$ cat config.mk
export PLATFORM = sky130hd
export DESIGN_NAME = lnv_ctrl
export DESIGN_NICKNAME = d
export VERILOG_FILES = /design/src/lnv_pkg.sv /design/src/lnv_ctrl.sv
export SDC_FILE = /design/constraint.sdc
export NUM_CORES = 1
export LEC_CHECK = 0
export BUFFER_PORTS_ARGS = -buffer_cell sky130_fd_sc_hd__buf_2
export CAP_MARGIN = 20
export CORE_UTILIZATION = 54
export CTS_CLUSTER_SIZE = 25
export DETAILED_ROUTE_END_ITERATION = 16
export GPL_TIMING_DRIVEN = 0
export HOLD_SLACK_MARGIN = 0.06
export PLACE_DENSITY = 0.8
export SLEW_MARGIN = 5
export SYNTH_ARGS = -nofsm -noshare
export SYNTH_HDL_FRONTEND = slang
export SYNTH_SLANG_ARGS = --single-unit
$ cat constraint.sdc
create_clock -name clock -period 3.1 [get_ports clock]
set_clock_uncertainty 0.1 [all_clocks]
set_input_delay 0.155 -clock clock [delete_from_list [all_inputs] [get_ports clock]]
set_output_delay 0.155 -clock clock [all_outputs]
set_load 0.05 [all_outputs]
$ cat src/lnv_pkg.sv
// Shared types and constants for the layer normalization vector unit.
package lnv_pkg;

   localparam int DATA_W   = 16;  // Q8.8 sample, shift and result; Q4.12 scale
   localparam int NCNT_W   = 7;   // element count as carried to the datapath
   localparam int ADDR_MAX = 6;   // widest store address
   localparam int ITER_W   = 5;
   localparam logic [ITER_W-1:0] ITER_LAST = 5'd31;  // 32 steps for root and quotient

   typedef struct packed {
      logic                wr_en;
      logic                acc_sum;
      logic                clear;
      logic [ADDR_MAX-1:0] addr;
      logic [NCNT_W-1:0]   n;
      logic                dropped;
      logic                last;
      logic                rd;
      logic                dev;
      logic                sq;
      logic                acc;
      logic                q_clear;
      logic                eps1;
      logic                eps2;
      logic                eps3;
      logic                var_calc;
      logic                scale_w;
      logic                norm_step;
      logic                sqrt_init;
      logic                sqrt_step;
      logic                num;
      logic                shift;
      logic                div_step;
      logic                mul;
      logic                emit;
   } cmd_type;

   typedef struct packed {
      logic v_zero;
      logic w_norm;
      logic s_zero;
   } status_type;

endpackage

$ cat src/lnv_ctrl.sv
// Sequencer for loading, variance, root, division and output passes.
module lnv_ctrl #(
   parameter int VEC_LEN = 64
) (
   input  logic                 clock,
   input  logic                 reset,
   input  logic                 start,
   input  logic                 last_in,
   output logic                 busy,
   output lnv_pkg::cmd_type     cmd,
   input  lnv_pkg::status_type  status
);

   localparam int CNT_W = $clog2(VEC_LEN + 1);

   typedef enum logic [4:0] {
      S_LOAD, S_P1_RD, S_P1_DEV, S_P1_SQ, S_P1_ACC,
      S_EPS1, S_EPS2, S_EPS3, S_VAR, S_SCALEW, S_NORM, S_SQRT,
      S_P2_RD, S_P2_DEV, S_P2_NUM, S_P2_SHIFT, S_P2_DIV, S_P2_MUL, S_P2_EMIT
   } state_type;

   state_type                  state_ff;
   logic [CNT_W-1:0]           count_ff;
   logic [CNT_W-1:0]           idx_ff;
   logic [lnv_pkg::ITER_W-1:0] iter_ff;
   logic                       dropped_ff;
   logic                       has_room;
   logic                       last_elem;

   assign busy      = (state_ff != S_LOAD);
   assign has_room  = (count_ff < CNT_W'(VEC_LEN));
   assign last_elem = (idx_ff == CNT_W'(count_ff - 1'b1));

   always_comb begin
      cmd         = '0;
      cmd.n       = lnv_pkg::NCNT_W'(count_ff);
      cmd.dropped = dropped_ff;
      cmd.last    = last_elem;
      cmd.addr    = (state_ff == S_LOAD) ? lnv_pkg::ADDR_MAX'(count_ff)
                                         : lnv_pkg::ADDR_MAX'(idx_ff);
      unique case (state_ff)
         S_LOAD: begin
            cmd.wr_en   = start && has_room;
            cmd.acc_sum = start && has_room;
            cmd.q_clear = start && last_in;
         end
         S_P1_RD, S_P2_RD: cmd.rd = 1'b1;
         S_P1_DEV, S_P2_DEV: cmd.dev = 1'b1;
         S_P1_SQ:    cmd.sq = 1'b1;
         S_P1_ACC:   cmd.acc = 1'b1;
         S_EPS1:     cmd.eps1 = 1'b1;
         S_EPS2:     cmd.eps2 = 1'b1;
         S_EPS3:     cmd.eps3 = 1'b1;
         S_VAR:      cmd.var_calc = 1'b1;
         S_SCALEW: begin
            cmd.scale_w   = 1'b1;
            cmd.sqrt_init = 1'b1;
         end
         S_NORM:     cmd.norm_step = !status.w_norm;
         S_SQRT:     cmd.sqrt_step = 1'b1;
         S_P2_NUM:   cmd.num = 1'b1;
         S_P2_SHIFT: cmd.shift = 1'b1;
         S_P2_DIV:   cmd.div_step = 1'b1;
         S_P2_MUL:   cmd.mul = 1'b1;
         S_P2_EMIT: begin
            cmd.emit  = 1'b1;
            cmd.clear = last_elem;
         end
         default: ;
      endcase
   end

   always_ff @(posedge clock) begin
      if (reset) begin
         state_ff   <= S_LOAD;
         count_ff   <= '0;
         idx_ff     <= '0;
         iter_ff    <= '0;
         dropped_ff <= 1'b0;
      end else begin
         unique case (state_ff)
            S_LOAD: begin
               if (start) begin
                  if (has_room) count_ff <= CNT_W'(count_ff + 1'b1);
                  else dropped_ff <= 1'b1;
                  if (last_in) begin
                     idx_ff   <= '0;
                     state_ff <= S_P1_RD;
                  end
               end
            end
            S_P1_RD:  state_ff <= S_P1_DEV;
            S_P1_DEV: state_ff <= S_P1_SQ;
            S_P1_SQ:  state_ff <= S_P1_ACC;
            S_P1_ACC: begin
               if (last_elem) state_ff <= S_EPS1;
               else begin
                  idx_ff   <= CNT_W'(idx_ff + 1'b1);
                  state_ff <= S_P1_RD;
               end
            end
            S_EPS1: state_ff <= S_EPS2;
            S_EPS2: state_ff <= S_EPS3;
            S_EPS3: state_ff <= S_VAR;
            S_VAR:  state_ff <= S_SCALEW;
            S_SCALEW: begin
               idx_ff <= '0;
               // zero variance: skip the root, every result is its shift
               if (status.v_zero) state_ff <= S_P2_RD;
               else state_ff <= S_NORM;
            end
            S_NORM: begin
               if (status.w_norm) begin
                  iter_ff  <= '0;
                  state_ff <= S_SQRT;
               end
            end
            S_SQRT: begin
               if (iter_ff == lnv_pkg::ITER_LAST) state_ff <= S_P2_RD;
               else iter_ff <= iter_ff + 1'b1;
            end
            S_P2_RD: state_ff <= S_P2_DEV;
            S_P2_DEV: begin
               if (status.s_zero) state_ff <= S_P2_EMIT;
               else state_ff <= S_P2_NUM;
            end
            S_P2_NUM: state_ff <= S_P2_SHIFT;
            S_P2_SHIFT: begin
               iter_ff  <= '0;
               state_ff <= S_P2_DIV;
            end
            S_P2_DIV: begin
               if (iter_ff == lnv_pkg::ITER_LAST) state_ff <= S_P2_MUL;
               else iter_ff <= iter_ff + 1'b1;
            end
            S_P2_MUL: state_ff <= S_P2_EMIT;
            S_P2_EMIT: begin
               if (last_elem) begin
                  count_ff   <= '0;
                  dropped_ff <= 1'b0;
                  state_ff   <= S_LOAD;
               end else begin
                  idx_ff   <= CNT_W'(idx_ff + 1'b1);
                  state_ff <= S_P2_RD;
               end
            end
            default: state_ff <= S_LOAD;
         endcase
      end
   end

`ifndef SYNTHESIS
   a_busy_after_last: assert property (@(posedge clock) disable iff (reset)
      $rose(busy) |-> $past(start && last_in))
      else $error("busy rose without a last request");
   a_count_range: assert property (@(posedge clock) disable iff (reset)
      count_ff <= CNT_W'(VEC_LEN))
      else $error("element count beyond capacity");
   a_idx_range: assert property (@(posedge clock) disable iff (reset)
      busy |-> (idx_ff < count_ff))
      else $error("element index beyond stored count");
   a_done_idle: assert property (@(posedge clock) disable iff (reset)
      (state_ff == S_P2_EMIT && last_elem) |=> (!busy && count_ff == '0))
      else $error("vector end did not return to load");
`endif

endmodule

# [Yosys cells after proc, flatten, opt, wreduce, memory -nomap -nowiden]
# Index checks and enable logic that the tools add are counted.
# W data, S select, Z words.
[classes] reduce_logical=17 n_lt_le_gt_ge=1 addsub=4 n_mux=45 eq_ne=30
[ops] op="$pmux W5 S19" n=1
[ops] op="$mux W7" n=6
[ops] op="$eq A5 B4 Y1 const B" n=8
[ops] op="$mux W5" n=8
[ops] op="$mux W1" n=21
[ops] op="$pmux W7 S3" n=1
[ops] op="$eq A5 B3 Y1 const B" n=4
[ops] op="$eq A5 B5 Y1 const B" n=4
[ops] op="$ne A2 B2 Y1 const B" n=10
[ops] op="$pmux W5 S3" n=1
[ops] op="$add A7 B1 Y7 const B" n=2
[ops] op="$pmux W7 S2" n=1
[ops] op="$reduce_and A4 Y1" n=3
[ops] op="$eq A5 B2 Y1 const B" n=2
[ops] op="$reduce_or A2 Y1" n=4
[ops] op="$eq A7 B7 Y1" n=1
[ops] op="$lt A7 B7 Y1 const B" n=1
[ops] op="$sub A7 B1 Y7 const B" n=1
[ops] op="$mux W3" n=2
[ops] op="$mux W6" n=1
[ops] op="$reduce_bool A3 Y1" n=2
[ops] op="$add A5 B1 Y5 const B" n=1
[ops] op="$eq A5 B1 Y1 const B" n=1
[ops] op="$logic_not A5 Y1" n=1
[ops] op="9 further kinds" n=10
[word_totals] output_inout_bits=37 elab_cells=102 register_bits=25

# [Logic depth before layout (Yosys ltp)]
[depth] ltp_word=4 ltp_mapped=10 mapped_depth_nobuf=9

# [Least setup slack after synthesis]
# Ideal clock, no wire load.
[synth_timing] kind="register to register" from="register state_ff[0]" to="register idx_ff[6]" stages_incl_launch_ff=7 setup_slack_ps=-588 setup_time_ps=70 period_less_slack_ps=3688 arrival_time_ps=3518 path_cell_list="dfxtp_1 clkbuf_1 inv_1 nor4_1 o31ai_1 or4_1 a21oi_1"
[synth_via] elab_chain_cells=4
[synth_rtl] element="from (decl)" line_no="lnv_ctrl.sv:22" source="state_type state_ff;"
[synth_rtl] element="from (signal assigned)" line_no="lnv_ctrl.sv:75" source="state_ff <= S_LOAD;"
[synth_rtl] element="from (signal assigned)" line_no="lnv_ctrl.sv:88" source="state_ff <= S_P1_RD;"
[synth_rtl] element="from (signal assigned)" line_no="lnv_ctrl.sv:92" source="S_P1_RD: state_ff <= S_P1_DEV;"
[synth_rtl] element="$eq A5 B5 Y1 or $eq A5 B3 Y1 (tied branches)" line_no="lnv_ctrl.sv:81" source="unique case (state_ff)"
[synth_rtl] element="$reduce_or A2 Y1 (no source line)"
[synth_rtl] element="$ne A2 B2 Y1 (no source line) or $reduce_bool A3 Y1 (tied branches)"
[synth_rtl] element="$reduce_and A4 Y1 (no source line)"
[synth_rtl] element="to (signal assigned)" line_no="lnv_ctrl.sv:98" source="idx_ff <= CNT_W'(idx_ff + 1'b1);"
[synth_rtl] element="to (signal assigned)" line_no="lnv_ctrl.sv:143" source="idx_ff <= CNT_W'(idx_ff + 1'b1);"
[synth_rtl] element="to (decl)" line_no="lnv_ctrl.sv:24" source="logic [CNT_W-1:0] idx_ff;"
# Parallel ways exist; a longest one is shown, timed or not.
# A chain may end at the register's enable or synchronous reset.

==> run summary <==
share of cells above drive strength 1: 22.9%
Worst Setup SP: state_ff[4]$_SDFFE_PP0P_
dpl cells: 347
core area: 0.00334 sq mm
Tot Pwr: 1.15 mW
WL/cell: 13.0 um
area grow syn2layout: 18.5%
FILL cells: 322
RSZ-0062 raised after global routing: false
pin count of the biggest net entering global routing: 14
sequential share of the synthesized area: 26.6%
vias: 1961
most frequent cell after synthesis: nand2_1
synthesized instance count: 258
Root Driver: clkbuf_4
Routed Antenna Nets: 0
Final HPWL DP: 3.38 mm
Unique masters post-synth: 49
clk buf depth: 2
CP Capture Type: primary output
Max Cap Viol: 0
failing checks: design-rule violations
reg2reg path depth: 9
first-pass GRT wire length: 7.27 mm
final worst-path cycle share: 93.7%
PD cells: 518 mW/mm^2
vias in the first global route: 1633
RR Endpoint: count_ff[1]$_SDFFE_PP0P_
H-tree levels: 1
Final min period: 2.90 ns
synth top area cells: dfxtp_1, nand2_1, nor2_1
cts bufs inserted: 3
drt drc: 2
drt first-iter violations: 128
Max Freq: 344 MHz
clock net sink count: 25
Async SR Flop Fraction: 0%
min-delay src: status[0]
initial core utilization: 56.4%
initial antenna violation count: 0
Warnings, synthesis: 0
Arrival @ worst endpoint: 2.65 ns
max-slew violations: 0
main flop type after synthesis: dfxtp_1
Mapped Nets: 270
area leader, netlist: dfxtp_1
GP Congestion: 0.894
share of Yosys cell area claimed by the top area cell type: 26.6%
DIE AREA: 0.00372 sq mm
WS Path Type: flip-flop to primary output
Hold EP: state_ff[4]$_SDFFE_PP0P_
DR vias/cell: 5.51
CTS tree: yes
status: complete, but fails checks
EDFF count, synth: 0
worst hold path stage count: 3
#FFs+latches synth: 25
final setup TNS: 0 ns
peak supply drop: 342 uV
Die Wd: 61.0 um
Final Hold Viols: 0
IO Port Bufs: 43
most common library cells after synthesis: nand2_1, nor2_1, dfxtp_1, a21oi_1, o21ai_0
DRT Pass-1 Iters: 10
CP Data Required Time: 2.84 ns
Setup Viol. Count Final: 0
CP max FO: 10
# IOs: 44
Die H: 61.0 um
Non-Filler Instances: 356
worst reg2reg startpoint: count_ff[0]$_SDFFE_PP0P_
Layout Nets: 323
Netlist Area Pre-Place: 0.00188 sq mm
slew margin rel.: 57.5%
R2R Setup Slk: 0.51 ns
Syn Area/Cell: 7.29 sq um
Startpoint Class: flip-flop
All-Layer GR Usage: 26.0%
Core Rows: 21
antenna cells: 0
leakage: 1.06 nW
Hold Crit Class: input pin to flip-flop
Congestion Overflow GR: 0
worst-margin pin slew: 0.638 ns
Skew-Pair Late Insertion Delay: 0.33 ns
final wirelength: 4.64 mm
clock transition at the registers of the reported paths: 0.13 ns
[cell families (layout without fill, tap and decap cells)]
group	after synthesis	in the layout	share of synthesized area (%)
and+or+nand+nor	123	123	35.7
xor gates and xnor gates	15	15	6.99
muxes	3	3	1.60
buffers and inverters	32	84	8.05
adders and majority gates	5	5	3.33
AOI/OAI and AO/OA	55	55	17.8
DFF	25	25	26.6
[what timing repair did]
item | 4_1_cts | 5_1_grt
buffers inserted | 0 | 3
gates resized for setup | 0 | 0
hold buffers | 2 | 0
setup endpoints to repair | 0 | 2
endpoints found under the hold margin | 2 | 0
[placed cells by master, fill, tap and decap left out, types with 4 or more instances in the layout]
master / n
ha_1: 5
buf_2: 47
o21ai_0: 15
and3_1: 4
nor2_1: 29
clkbuf_1: 10
nand2_1: 33
nand3_1: 4
nor3_1: 6
o31ai_1: 5
xor2_1: 12
dfxtp_1: 25
buf_4: 8
a21oi_1: 19
nand3b_1: 6
or3_1: 8
nand4_1: 7
inv_1: 10
[metal layers]
metal / GRT usage (%) / share of wire, %
met1: 33.6 / 46
met2: 44.6 / 48
met3: 3.78 / 5.0
met4: 8.77 / 1.2
met5: 0 / 0
[worst max-delay path by stage]
stage / endpoint / slack [ns] / depth (start not counted)
3_5_place_dp: cmd[35] / 0.43 / 8
5_1_grt: cmd[35] / 0.03 / 8
2_1_floorplan: iter_ff[2]$_SDFFE_PP0P_ / 0.13 / 7
3_3_place_gp: cmd[35] / 0.48 / 8
6_report: cmd[35] / 0.20 / 8
4_1_cts: cmd[35] / 0.06 / 8
[worst max-delay path: stages, from the launching register on]
cell and delay [ns]:
dfxtp_1 0.34, buf_2 0.18, or3_1 0.46, nor3_4 0.26, inv_1 0.08, buf_2 0.19, nor3b_4 0.38, buf_4 0.17
buf_2 0.26
[sequential cells by signal, indices dropped and copies added, names as in the netlist]
signal      cells
count_ff        7
idx_ff          7
iter_ff         5
state_ff        5
dropped_ff      1
[stage by stage]
stage	util (%)	instance area (sq um)	hold WS, ns	worst slack (ns)
2_1_floorplan	-	1890	0.198	0.131
3_3_place_gp	64.7	2160	0.354	0.483
3_5_place_dp	64.7	2160	0.342	0.432
4_1_cts	66.1	2210	0.0901	0.0594
5_1_grt	66.8	2230	0.116	0.0319
6_report	66.8	2230	0.108	0.195
[area by class of cell]
type	instances	area, sq um	area share [%]
multi-input combinational	201	1230	55.4
timing repair buffer	48	258	11.6
buffer	22	114	5.11
clock buffer	4	26.3	1.18
tap	46	57.6	2.58
inverter	10	37.5	1.68
sequential	25	500	22.5
[report_power, final]
part           internal (mW)  leakage (nW)  switching (mW)
registers              0.343         0.202          0.0223
logic                  0.212         0.838           0.428
clock network         0.0505        0.0150          0.0993
(Power assumes the default switching activity.)
